File: src/sgr_pkg.sv
package sgr_pkg;

   localparam int unsigned FIELD_W = 20;

   localparam logic [7:0] CHAR_NUL     = 8'h00;
   localparam logic [7:0] CHAR_ZERO    = 8'h30;
   localparam logic [7:0] CHAR_NINE    = 8'h39;
   localparam logic [7:0] CHAR_SEMI    = 8'h3B;
   localparam logic [7:0] CHAR_UPPER_M = 8'h4D;
   localparam logic [7:0] CHAR_LOWER_M = 8'h6D;

   // modifier bits of the code field: shift, meta, control, motion
   localparam logic [FIELD_W-1:0] MOD_MASK   = FIELD_W'(60);
   localparam int unsigned        MOTION_BIT = 5;

   typedef enum logic [1:0] {
      PHASE_CODE = 2'd0,
      PHASE_COL  = 2'd1,
      PHASE_ROW  = 2'd2
   } phase_type;

   typedef struct packed {
      logic               report_valid;
      logic [FIELD_W-1:0] button_code;
      logic               motion;
      logic               release_res;
      logic [FIELD_W-1:0] column;
      logic [FIELD_W-1:0] row_value;
   } rsp_type;

endpackage

File: src/sgr_if.sv
interface sgr_req_if;
   logic       valid;
   logic       ready;
   logic [7:0] data_byte;
   logic       is_final;

   modport source (output valid, output data_byte, output is_final, input ready);
   modport sink   (input valid, input data_byte, input is_final, output ready);
endinterface

interface sgr_rsp_if;
   logic                        valid;
   logic                        ready;
   logic                        report_valid;
   logic [sgr_pkg::FIELD_W-1:0] button_code;
   logic                        motion;
   logic                        release_res;
   logic [sgr_pkg::FIELD_W-1:0] column;
   logic [sgr_pkg::FIELD_W-1:0] row_value;

   modport source (output valid, output report_valid, output button_code, output motion,
                   output release_res, output column, output row_value, input ready);
   modport sink   (input valid, input report_valid, input button_code, input motion,
                   input release_res, input column, input row_value, output ready);
endinterface

File: src/sgr_parse_core.sv
module sgr_parse_core #(
   parameter int unsigned SAT_LIMIT = 100000
) (
   input  logic             clock,
   input  logic             reset,
   input  logic             accept,
   input  logic [7:0]       data_byte,
   input  logic             is_final,
   output logic             result_load,
   output sgr_pkg::rsp_type result
);

   localparam int unsigned ACC_W = $clog2(SAT_LIMIT * 10 + 10);

   sgr_pkg::phase_type phase_ff, phase_in;
   logic               digit_seen_ff, digit_seen_in;
   logic               syntax_error_ff, syntax_error_in;
   logic               string_ended_ff, string_ended_in;
   logic [ACC_W-1:0]   code_acc_ff, code_acc_in;
   logic [ACC_W-1:0]   col_acc_ff, col_acc_in;
   logic [ACC_W-1:0]   row_acc_ff, row_acc_in;

   logic                        is_digit;
   logic [3:0]                  digit;
   logic [ACC_W-1:0]            cur_acc;
   logic [ACC_W-1:0]            next_acc;
   logic                        good_final;
   logic                        report_ok;
   logic [sgr_pkg::FIELD_W-1:0] code_w;

   assign is_digit = (data_byte >= sgr_pkg::CHAR_ZERO) && (data_byte <= sgr_pkg::CHAR_NINE);
   assign digit    = 4'(data_byte - sgr_pkg::CHAR_ZERO);

   // one shared times-ten-plus-digit unit for the field in progress
   always_comb begin
      unique case (phase_ff)
         sgr_pkg::PHASE_CODE: cur_acc = code_acc_ff;
         sgr_pkg::PHASE_COL:  cur_acc = col_acc_ff;
         default:             cur_acc = row_acc_ff;
      endcase
      if (cur_acc <= ACC_W'(SAT_LIMIT)) begin
         next_acc = (cur_acc << 3) + (cur_acc << 1) + ACC_W'(digit);
      end else begin
         next_acc = cur_acc;
      end
   end

   always_comb begin
      phase_in        = phase_ff;
      digit_seen_in   = digit_seen_ff;
      syntax_error_in = syntax_error_ff;
      string_ended_in = string_ended_ff;
      code_acc_in     = code_acc_ff;
      col_acc_in      = col_acc_ff;
      row_acc_in      = row_acc_ff;
      if (accept) begin
         if (is_final) begin
            phase_in        = sgr_pkg::PHASE_CODE;
            digit_seen_in   = 1'b0;
            syntax_error_in = 1'b0;
            string_ended_in = 1'b0;
            code_acc_in     = '0;
            col_acc_in      = '0;
            row_acc_in      = '0;
         end else if (!syntax_error_ff && !string_ended_ff) begin
            priority if (data_byte == sgr_pkg::CHAR_NUL) begin
               string_ended_in = 1'b1;
            end else if (is_digit) begin
               digit_seen_in = 1'b1;
               unique case (phase_ff)
                  sgr_pkg::PHASE_CODE: code_acc_in = next_acc;
                  sgr_pkg::PHASE_COL:  col_acc_in  = next_acc;
                  default:             row_acc_in  = next_acc;
               endcase
            end else if (data_byte == sgr_pkg::CHAR_SEMI) begin
               if (!digit_seen_ff || (phase_ff == sgr_pkg::PHASE_ROW)) begin
                  syntax_error_in = 1'b1;
               end else begin
                  phase_in      = (phase_ff == sgr_pkg::PHASE_CODE) ? sgr_pkg::PHASE_COL
                                                                    : sgr_pkg::PHASE_ROW;
                  digit_seen_in = 1'b0;
               end
            end else begin
               syntax_error_in = 1'b1;
            end
         end
      end
   end

   always_ff @(posedge clock) begin
      if (reset) begin
         phase_ff        <= sgr_pkg::PHASE_CODE;
         digit_seen_ff   <= 1'b0;
         syntax_error_ff <= 1'b0;
         string_ended_ff <= 1'b0;
         code_acc_ff     <= '0;
         col_acc_ff      <= '0;
         row_acc_ff      <= '0;
      end else begin
         phase_ff        <= phase_in;
         digit_seen_ff   <= digit_seen_in;
         syntax_error_ff <= syntax_error_in;
         string_ended_ff <= string_ended_in;
         code_acc_ff     <= code_acc_in;
         col_acc_ff      <= col_acc_in;
         row_acc_ff      <= row_acc_in;
      end
   end

   assign good_final = (data_byte == sgr_pkg::CHAR_UPPER_M) ||
                       (data_byte == sgr_pkg::CHAR_LOWER_M);
   assign report_ok  = good_final && !syntax_error_ff && digit_seen_ff &&
                       (phase_ff == sgr_pkg::PHASE_ROW);
   assign code_w     = sgr_pkg::FIELD_W'(code_acc_ff);

   assign result_load = accept && is_final;

   always_comb begin
      result = '0;
      if (report_ok) begin
         result.report_valid = 1'b1;
         result.button_code  = code_w & ~sgr_pkg::MOD_MASK;
         result.motion       = code_w[sgr_pkg::MOTION_BIT];
         result.release_res  = (data_byte == sgr_pkg::CHAR_LOWER_M);
         result.column       = sgr_pkg::FIELD_W'(col_acc_ff);
         result.row_value    = sgr_pkg::FIELD_W'(row_acc_ff);
      end
   end

endmodule

File: src/sgr_rsp_stage.sv
module sgr_rsp_stage (
   input  logic             clock,
   input  logic             reset,
   input  logic             load,
   input  sgr_pkg::rsp_type result,
   output logic             can_take,
   sgr_rsp_if.source        rsp_ch
);

   logic             valid_ff, valid_in;
   sgr_pkg::rsp_type data_ff, data_in;

   // a held result drains in the same cycle a new one lands
   assign can_take = !valid_ff || rsp_ch.ready;

   always_comb begin
      valid_in = valid_ff;
      data_in  = data_ff;
      if (can_take) begin
         valid_in = load;
         if (load) begin
            data_in = result;
         end
      end
   end

   always_ff @(posedge clock) begin
      if (reset) begin
         valid_ff <= 1'b0;
      end else begin
         valid_ff <= valid_in;
      end
   end

   always_ff @(posedge clock) begin
      data_ff <= data_in;
   end

   assign rsp_ch.valid        = valid_ff;
   assign rsp_ch.report_valid = data_ff.report_valid;
   assign rsp_ch.button_code  = data_ff.button_code;
   assign rsp_ch.motion       = data_ff.motion;
   assign rsp_ch.release_res  = data_ff.release_res;
   assign rsp_ch.column       = data_ff.column;
   assign rsp_ch.row_value    = data_ff.row_value;

endmodule

File: src/sgr_mouse_report_parser.sv
// channel  | dir | payload
// req_ch   | in  | data_byte[7:0], is_final
// rsp_ch   | out | report_valid, button_code[19:0], motion, release_res,
//          |     | column[19:0], row_value[19:0]
//
// One byte per cycle while req_ch.ready is high; a result appears in the cycle after its final byte is taken.
// Parser state and the result register load in the same cycle.
// Synchronous active-high reset clears parser state and the result valid.
// req_ch.ready drops only while a result is held and rsp_ch.ready is low.
module sgr_mouse_report_parser #(
   parameter int unsigned SAT_LIMIT = 100000
) (
   input  logic      clock,
   input  logic      reset,
   sgr_req_if.sink   req_ch,
   sgr_rsp_if.source rsp_ch
);

   logic             accept;
   logic             can_take;
   logic             result_load;
   sgr_pkg::rsp_type result;

   assign req_ch.ready = can_take;
   assign accept       = req_ch.valid && can_take;

   sgr_parse_core #(
      .SAT_LIMIT (SAT_LIMIT)
   ) u_core (
      .clock       (clock),
      .reset       (reset),
      .accept      (accept),
      .data_byte   (req_ch.data_byte),
      .is_final    (req_ch.is_final),
      .result_load (result_load),
      .result      (result)
   );

   sgr_rsp_stage u_rsp (
      .clock    (clock),
      .reset    (reset),
      .load     (result_load),
      .result   (result),
      .can_take (can_take),
      .rsp_ch   (rsp_ch)
   );

endmodule

File: src/flat_wrapper.sv
// flat-port wrapper written by rule: the top's interface ports become plain ports
module sgr_mouse_report_parser_flat 
#(
   parameter int unsigned SAT_LIMIT = 100000
)
  (clock, reset, req_ch_valid, req_ch_data_byte, req_ch_is_final, req_ch_ready, rsp_ch_valid, rsp_ch_report_valid, rsp_ch_button_code, rsp_ch_motion, rsp_ch_release_res, rsp_ch_column, rsp_ch_row_value, rsp_ch_ready);
  sgr_req_if req_ch_i ();
  sgr_rsp_if rsp_ch_i ();
  input  logic clock;
  input  logic reset;
  input wire logic [$bits(req_ch_i.valid)-1:0] req_ch_valid;
  input wire logic [$bits(req_ch_i.data_byte)-1:0] req_ch_data_byte;
  input wire logic [$bits(req_ch_i.is_final)-1:0] req_ch_is_final;
  output wire logic [$bits(req_ch_i.ready)-1:0] req_ch_ready;
  output wire logic [$bits(rsp_ch_i.valid)-1:0] rsp_ch_valid;
  output wire logic [$bits(rsp_ch_i.report_valid)-1:0] rsp_ch_report_valid;
  output wire logic [$bits(rsp_ch_i.button_code)-1:0] rsp_ch_button_code;
  output wire logic [$bits(rsp_ch_i.motion)-1:0] rsp_ch_motion;
  output wire logic [$bits(rsp_ch_i.release_res)-1:0] rsp_ch_release_res;
  output wire logic [$bits(rsp_ch_i.column)-1:0] rsp_ch_column;
  output wire logic [$bits(rsp_ch_i.row_value)-1:0] rsp_ch_row_value;
  input wire logic [$bits(rsp_ch_i.ready)-1:0] rsp_ch_ready;
  assign req_ch_i.valid = req_ch_valid;
  assign req_ch_i.data_byte = req_ch_data_byte;
  assign req_ch_i.is_final = req_ch_is_final;
  assign req_ch_ready = req_ch_i.ready;
  assign rsp_ch_valid = rsp_ch_i.valid;
  assign rsp_ch_report_valid = rsp_ch_i.report_valid;
  assign rsp_ch_button_code = rsp_ch_i.button_code;
  assign rsp_ch_motion = rsp_ch_i.motion;
  assign rsp_ch_release_res = rsp_ch_i.release_res;
  assign rsp_ch_column = rsp_ch_i.column;
  assign rsp_ch_row_value = rsp_ch_i.row_value;
  assign rsp_ch_i.ready = rsp_ch_ready;
  sgr_mouse_report_parser #(.SAT_LIMIT(SAT_LIMIT)) u_core (.clock(clock), .reset(reset), .req_ch(req_ch_i), .rsp_ch(rsp_ch_i));
endmodule
File: config.mk
export PLATFORM = sky130hd
export DESIGN_NAME = sgr_mouse_report_parser_flat
export DESIGN_NICKNAME = d
export VERILOG_FILES = /design/src/sgr_pkg.sv /design/src/sgr_if.sv /design/src/sgr_parse_core.sv /design/src/sgr_rsp_stage.sv /design/src/sgr_mouse_report_parser.sv /design/src/flat_wrapper.sv
export SDC_FILE = /design/constraint.sdc
export NUM_CORES = 1
export LEC_CHECK = 0
export BUFFER_PORTS_ARGS = -buffer_cell sky130_fd_sc_hd__buf_4
export CAP_MARGIN = 20
export CORE_AREA = 2 2 106 128
export CTS_CLUSTER_DIAMETER = 80
export DETAILED_ROUTE_END_ITERATION = 8
export DIE_AREA = 0 0 108 130
export HOLD_SLACK_MARGIN = 0.03
export PLACE_DENSITY = 0.79
export SLEW_MARGIN = 20
export SYNTH_ARGS = -nofsm -noshare
export SYNTH_HDL_FRONTEND = slang
export SYNTH_SLANG_ARGS = --single-unit
export TNS_END_PERCENT = 30
File: constraint.sdc
create_clock -name clock -period 3.85 [get_ports clock]
set_clock_uncertainty 0.05 [all_clocks]
set_input_delay 0.1925 -clock clock [delete_from_list [all_inputs] [get_ports clock]]
set_output_delay 0.1925 -clock clock [all_outputs]
set_load 0.05 [all_outputs]
==> results of run 1 <==
[routing by layer]
metal  wire, microns  global-route usage
met1            7020               0.315
met2            8770               0.421
met3            1190              0.0529
met4             471               0.105
met5               0                   0
[cells by family (layout without fill, tap and decap cells)]
logic type      after synthesis  after routing
simple gates                221            221
compound gates              171            171
flops                       125            125
buf+inv                      56            168
mux                          38             38
fa+ha+maj                    36             36
xor+xnor                     10             10
other cells                   1              4
[cells in the mapped netlist, drive strengths merged, types with 3 or more instances]
library cell / n
a31oi: 11
xor2: 7
o32ai: 3
o21a: 6
a2111oi: 4
a21o: 6
nand2b: 5
o211ai: 6
o211a: 6
a21oi: 27
a311oi: 6
o21bai: 4
edfxtp: 59
a211oi: 10
and2: 65
ha: 34
mux2i: 29
mux2: 9
nor2: 30
clkbuf: 26
nand2: 61
dfxtp: 66
o22ai: 14
nor3: 20
nand3: 19
nor4: 3
o21ai: 52
nand4b: 3
inv: 15
buf: 14
xnor2: 3
and3: 4
[state kept, by name, indices dropped and copies added, names as in the netlist]
name                              flops
u_core.u_core.col_acc_ff             20
u_core.u_core.phase_ff                2
u_core.u_core.digit_seen_ff           1
u_core.u_core.row_acc_ff             20
u_core.u_rsp.rsp_ch.button_code      16
u_core.u_core.syntax_error_ff         1
u_core.u_rsp.rsp_ch.column           20
u_core.u_rsp.rsp_ch.motion            1
u_core.u_core.code_acc_ff            20
u_core.u_rsp.rsp_ch.valid             1
u_core.u_rsp.rsp_ch.row_value        20
u_core.u_rsp.rsp_ch.report_valid      1
u_core.u_rsp.rsp_ch.release_res       1
u_core.u_core.string_ended_ff         1
[where the power goes]
| part | switching (W) | internal [W] |
|---|---|---|
| combinational | 0.000286 | 0.000143 |
| sequential | 0.0000218 | 0.00143 |
| clock | 0.000592 | 0.000820 |
[per-stage QoR]
| step | utilization | worst slack (ns) | cell area, sq um |
|---|---|---|---|
| floorplan | - | 0.0188 | 6660 |
| detailed placement | 0.581 | -0.258 | 7530 |
| finish | 0.641 | -0.0625 | 8300 |
| global placement | 0.581 | -0.169 | 7520 |
| global route | 0.641 | -0.228 | 8300 |
| CTS | 0.628 | -0.0936 | 8130 |
[repair_timing]
item / in CTS / in global routing
pin swaps: 2 / 18
gates cloned: 0 / 0
buffers inserted: 5 / 5
gates resized for setup: 10 / 26
endpoints found under the setup margin: 15 / 28
[worst paths after layout]
kind / from / end / slack [ns] / cells after the start
setup / recovery: u_core.u_core.phase_ff[0]$_SDFFE_PP0P_ / u_core.u_core.row_acc_ff[18]$_SDFFE_PP0P_ / -0.06 / 13
hold / removal: req_ch_data_byte[5] / u_core.u_rsp.rsp_ch.release_res$_SDFFCE_PN0P_ / 0.08 / 2
setup reg to reg: u_core.u_core.phase_ff[0]$_SDFFE_PP0P_ / u_core.u_core.row_acc_ff[18]$_SDFFE_PP0P_ / -0.06 / 13
hold reg to reg: u_core.u_core.code_acc_ff[9]$_SDFFE_PP0P_ / u_core.u_core.code_acc_ff[9]$_SDFFE_PP0P_ / 0.43 / 2
[cell type report]
cell class / count / area [sq um] / share of cell area
multi-input cells: 480 / 3480 / 0.420
flip-flops and latches: 125 / 3100 / 0.373
repair buffers: 120 / 913 / 0.110
clock buffers: 18 / 429 / 0.0517
well taps: 168 / 210 / 0.0253
clock inverters: 14 / 97.6 / 0.0118
inverters: 16 / 62.6 / 0.00754
[cells in the final DEF, fill, tap and decap left out, types with 5 or more instances in the layout]
cell type / netlist / final
sky130_fd_sc_hd__o211ai_1: 6 / 6
sky130_fd_sc_hd__buf_4: 5 / 119
sky130_fd_sc_hd__nand2b_1: 5 / 5
sky130_fd_sc_hd__o22ai_1: 14 / 14
sky130_fd_sc_hd__mux2i_1: 28 / 24
sky130_fd_sc_hd__nand3_1: 19 / 19
sky130_fd_sc_hd__clkbuf_16: 0 / 17
sky130_fd_sc_hd__and2_1: 64 / 65
sky130_fd_sc_hd__dfxtp_1: 66 / 64
sky130_fd_sc_hd__nand2_1: 61 / 61
sky130_fd_sc_hd__o21ai_1: 19 / 18
sky130_fd_sc_hd__xor2_1: 7 / 7
sky130_fd_sc_hd__a311oi_1: 6 / 6
sky130_fd_sc_hd__o21a_1: 6 / 6
sky130_fd_sc_hd__o21ai_0: 32 / 30
sky130_fd_sc_hd__inv_1: 14 / 10
sky130_fd_sc_hd__ha_1: 34 / 31
sky130_fd_sc_hd__clkinv_2: 0 / 6
sky130_fd_sc_hd__a21oi_1: 27 / 25
sky130_fd_sc_hd__o211a_1: 6 / 6
sky130_fd_sc_hd__a211oi_1: 9 / 7
sky130_fd_sc_hd__nor3_1: 20 / 18
sky130_fd_sc_hd__a21o_1: 6 / 6
sky130_fd_sc_hd__edfxtp_1: 59 / 59
sky130_fd_sc_hd__a31oi_1: 10 / 8
sky130_fd_sc_hd__nor2_1: 30 / 30
==> metrics, run 1 <==
number of buffers inserted during clock tree synthesis=17; maximum number of pins on one net before global-route repair=approximately 60; post-route setup TNS=-0.112 ns; largest cells by area after synthesis=sky130_fd_sc_hd__edfxtp_1, sky130_fd_sc_hd__dfxtp_1, sky130_fd_sc_hd__ha_1, sky130_fd_sc_hd__and2_1, sky130_fd_sc_hd__mux2i_1; multiplexer area fraction after synthesis=0.0615; dominant combinational cell family by area after synthesis=compound AO/OA/AOI/OAI gates; buffer and inverter count on the worst path=1; XOR/XNOR Fraction of Synth Area=0.0143; total track usage=0.251; final hold violations=0; Crit path max-delay family=compound AO/OA/AOI/OAI gates; Achievable Freq=between 0.2 and 0.3 GHz; 1st-iter DRT viols=~460; WP data arrival=between 4 and 5 ns; transition time at the pin with the least slew margin=roughly 0.8 ns; max-capacitance violation count=0; Net count, final=around 810; synthesized-area fraction occupied by adder cells=0.0702; number of placed instances with taps included=899; horizontal die dimension=~110 microns; endpoint kind of the worst setup timing path=flip-flop; minimum hold slack=between 0.08 and 0.09 ns; result of the run=complete, but fails checks; Worst-path clk slew=0.06 ns; largest stage delay on the critical path=between 0.4 and 0.5 ns; Filler Cell Count=roughly 1000; number of enable flip-flop cells after synthesis=slightly below 60; Max transition margin=0.459; highest net fanout along the worst path=4; wire length of the first global-routing pass=roughly 27 mm; mean instance size in the synthesized netlist=10.1 sq um; synthesized netlist cell count=between 600 and 700; top-area cell type share of the netlist area=0.267; worst-skew pair later-pin latency=roughly 0.41 ns; CTS H-tree lvls=4; leading register cell type out of synthesis=sky130_fd_sc_hd__dfxtp_1; top-level port count=between 70 and 80; Leak Pwr=roughly 3.5 nW; initial antenna violation count=0; routed vias/inst=approximately 6; grt ovf=0; drt pass-1 iters=7; final cycle utilization of the critical path=1.02; final critical-path setup slack=-0.0625 ns; share of synthesized cell area in and, or, nand and nor gates=0.172; synth unique cells=70; final number of max-transition violations=0; worst hold-check path type=primary input to flip-flop; count of endpoints failing setup in the final report=4; number of non-filler instances in the completed layout=941; CP Launch Type=flip-flop; total half-perimeter wirelength after legalization and detailed placement=around 12 mm; count of warnings emitted by yosys=0; cts hold-fix bufs=0; ratio of cells with drive above 1 in the final layout=0.259; Post-Syn Area=6630 sq um; diodes inserted=0; Die Span Y=130 microns; number of global-route vias before repair=5416; unrepaired setup endpoints after global routing=true; WL final=between 15 and 20 mm; number of DRC violations after detailed routing=0; required time at the worst-slack endpoint=between 4 and 5 ns; Routed WL per cell=about 19 microns; total via count after detailed routing=between 5000 and 6000; placeable core region=12900 sq um; Pwr Total=between 0.003 and 0.004 W; shortest clock period the worst path allows after layout=3.91 ns; post-synthesis compound-gate area fraction=0.176; CTS Root Cell=sky130_fd_sc_hd__clkbuf_16; startpoint-to-endpoint class of the critical path=flip-flop to flip-flop; signed area change from the synthesized netlist to the final layout=25.1%; initial standard-cell utilization of the core=0.512; post-synthesis cell type with the largest combined area=sky130_fd_sc_hd__edfxtp_1; total of flip-flops plus latches after synthesis=roughly 130; CTS tree=built; Critical Path Slowest Stage Cell=sky130_fd_sc_hd__fa_2; num rows=46; buffer levels on the longest clock path=2; violated checks=setup timing; total number of clock tree sinks=roughly 130; final antenna-violating net count=0; sequential cell area fraction in the yosys report=0.467; power density over the cells=397 nW/um^2; GPL Wtd Cong=0.967; count of input and output buffers=73; Die Area=14000 sq um; Post-synth ARST share=0; VDD IR max=between 200 and 300 uV; series of cell instances along the critical path=mux2_4 -> mux2i_4 -> inv_2 -> fa_2 -> fa_2 -> a211o_4 -> a2111oi_4 -> nor3_2 -> o311ai_2 -> o211ai_1 -> a211oi_2 -> o211ai_1 -> a21oi_1
Power figures use the tool's default switching activity.
==> run 2, diff against run 1 <==
CORE_AREA = 2 2 100 122   (was 2 2 106 128)
DIE_AREA = 0 0 102 124   (was 0 0 108 130)
PLACE_DENSITY = 0.83   (was 0.79)
clock period = 3.9 ns   (was 3.85 ns; I/O delays follow)
==> metrics, run 2 (synthesis gave the netlist of run 1 again) <==
post-route setup TNS=0 ns; total via count after detailed routing=~5700; total track usage=0.284; number of placed instances with taps included=roughly 900; CP Launch Type=flip-flop; routed vias/inst=6.18; Net count, final=798; Critical Path Slowest Stage Cell=sky130_fd_sc_hd__mux2i_1; top-level port count=just under 80; power density over the cells=~420 nW/um^2; wl on met1=between 6 and 7 mm; count of input and output buffers=between 70 and 80; maximum number of pins on one net before global-route repair=61; initial standard-cell utilization of the core=0.581; initial antenna violation count=0; diodes inserted=0; total number of clock tree sinks=125; final number of max-transition violations=0; Achievable Freq=around 0.26 GHz; horizontal die dimension=102 microns; final cycle utilization of the critical path=0.980; required time at the worst-slack endpoint=4.17 ns; ratio of cells with drive above 1 in the final layout=0.240; startpoint-to-endpoint class of the critical path=flip-flop to flip-flop; shortest clock period the worst path allows after layout=approximately 3.8 ns; Max transition margin=0.292; endpoint kind of the worst setup timing path=flip-flop; worst hold-check path type=primary input to flip-flop; commonest non-fill, non-tap cell in the layout=sky130_fd_sc_hd__buf_4; grt ovf=0; drt pass-1 iters=5; number of DRC violations after detailed routing=0; series of cell instances along the critical path=buf_4 -> buf_4 -> mux2i_1 -> o21ai_1 -> ha_1 -> ha_1 -> o21a_1 -> o21bai_1 -> a21oi_1 -> o2111a_1 -> o21bai_1 -> a211o_1 -> nand2_1 -> o41ai_1; uppermost layer routed=met4; unrepaired setup endpoints after global routing=true; total half-perimeter wirelength after legalization and detailed placement=between 10 and 15 mm; buffer levels on the longest clock path=2; result of the run=completed; number of non-filler instances in the completed layout=roughly 920; WP data arrival=between 4 and 5 ns; count of endpoints failing setup in the final report=0; GPL Wtd Cong=0.958; Worst-path clk slew=0.07 ns; final antenna-violating net count=0; placeable core region=11400 sq um; transition time at the pin with the least slew margin=~1.1 ns; 1st-iter DRT viols=574; signed area change from the synthesized netlist to the final layout=24.0%; largest stage delay on the critical path=around 0.43 ns; Die Area=12600 sq um; CTS H-tree lvls=4; routed wire length on met2=between 8 and 9 mm; wire length of the first global-routing pass=~27 mm; VDD IR max=between 200 and 300 uV; worst-skew pair later-pin latency=about 0.43 ns; num rows=43; most frequent cells in the layout=sky130_fd_sc_hd__buf_4, sky130_fd_sc_hd__dfxtp_1, sky130_fd_sc_hd__and2_1, sky130_fd_sc_hd__nand2_1, sky130_fd_sc_hd__edfxtp_1; CTS tree=built; CTS Root Cell=sky130_fd_sc_hd__clkbuf_16; met3 routed WL=~1.4 mm; Die Span Y=between 100 and 150 microns; max-capacitance violation count=0; Leak Pwr=3.45 nW; highest net fanout along the worst path=7; number of buffers inserted during clock tree synthesis=17; final hold violations=0; WL final=approximately 18 mm; Routed WL per cell=19.1 microns; number of global-route vias before repair=between 5000 and 6000
==> run 2: cell count changes in the layout (fill, tap and decap cells not counted), moves of 2 or more <==
cell and delta:
sky130_fd_sc_hd__inv_2 -3, sky130_fd_sc_hd__a211oi_1 +2, sky130_fd_sc_hd__nor3_2 +2, sky130_fd_sc_hd__bufinv_16 +3, sky130_fd_sc_hd__a211oi_2 -2, sky130_fd_sc_hd__nor3_1 -2
sky130_fd_sc_hd__inv_1 +3, sky130_fd_sc_hd__clkinv_2 -3, sky130_fd_sc_hd__buf_4 -10, sky130_fd_sc_hd__clkinvlp_4 -2, sky130_fd_sc_hd__o41ai_2 -2, sky130_fd_sc_hd__inv_6 +3
sky130_fd_sc_hd__o41ai_1 +2
==> run 2: area by class of cell <==
cell class                 instances  area, sq um
fill                             808         3180
inverter                          16         61.3
multi-input combinational        480         3440
sequential                       125         3100
clock inverter                    15          185
timing repair buffer             109          818
tap                              157          196
clock buffer                      17          425
==> run 2: power breakdown <==
group	switching (W)	internal, W	leakage, nW
registers	0.0000226	0.00141	1.10
clock network	0.000621	0.00102	0.302
logic	0.000280	0.000130	2.04
total	0.000924	0.00256	3.45
==> run 2: worst paths after layout <==
kind                            depth (start not counted)                                       endpoint  slack (ns)                                 startpoint
worst max-delay path                                   14      u_core.u_core.col_acc_ff[19]$_SDFFE_PP0P_        0.08     u_core.u_core.phase_ff[0]$_SDFFE_PP0P_
worst min-delay path                                    2  u_core.u_rsp.rsp_ch.release_res$_SDFFCE_PN0P_        0.07                        req_ch_data_byte[5]
worst max register to register                         14      u_core.u_core.col_acc_ff[19]$_SDFFE_PP0P_        0.08     u_core.u_core.phase_ff[0]$_SDFFE_PP0P_
worst min register to register                          2      u_core.u_core.col_acc_ff[18]$_SDFFE_PP0P_        0.42  u_core.u_core.col_acc_ff[18]$_SDFFE_PP0P_
==> run 2: what timing repair did <==
action                     4_1_cts  5_1_grt
cloned                           0        0
hold buffers                     0        0
pin swaps                       12       15
buffers inserted                 6        1
setup endpoints to repair        9       24
gates resized for setup          6       24
==> run 2: metrics by stage <==
step                area (sq um)  worst slack, ns  hold WS [ns]  utilization  power, W
floorplan                   6660          0.00717         0.343            -   0.00173
global placement            7430          -0.0348         0.398        0.651   0.00183
detailed placement          7430           -0.108         0.412        0.651   0.00184
CTS                         8100          -0.0788        0.0587        0.711   0.00346
global route                8220          -0.0775        0.0819        0.721   0.00357
finish                      8220           0.0784        0.0699        0.721   0.00348
==> run 2: routing by layer <==
metal | up-vias | GRT usage
met5 | - | 0
met4 | 0 | 0.141
met3 | 57 | 0.0561
met2 | 301 | 0.474
met1 | 2709 | 0.350
li1 | 2609 | -
==> run 2: worst max-delay path, delay by kind of cell, from the launching register on <==
kind | cells | cell delay (ns)
flip-flops | 1 | 0.38
AND/OR/NAND/NOR | 1 | 0.08
multiplexers | 1 | 0.43
adder cells (fa/ha/maj) | 2 | 0.66
AO/OA/AOI/OAI | 8 | 1.79
buffers and inverters | 2 | 0.31
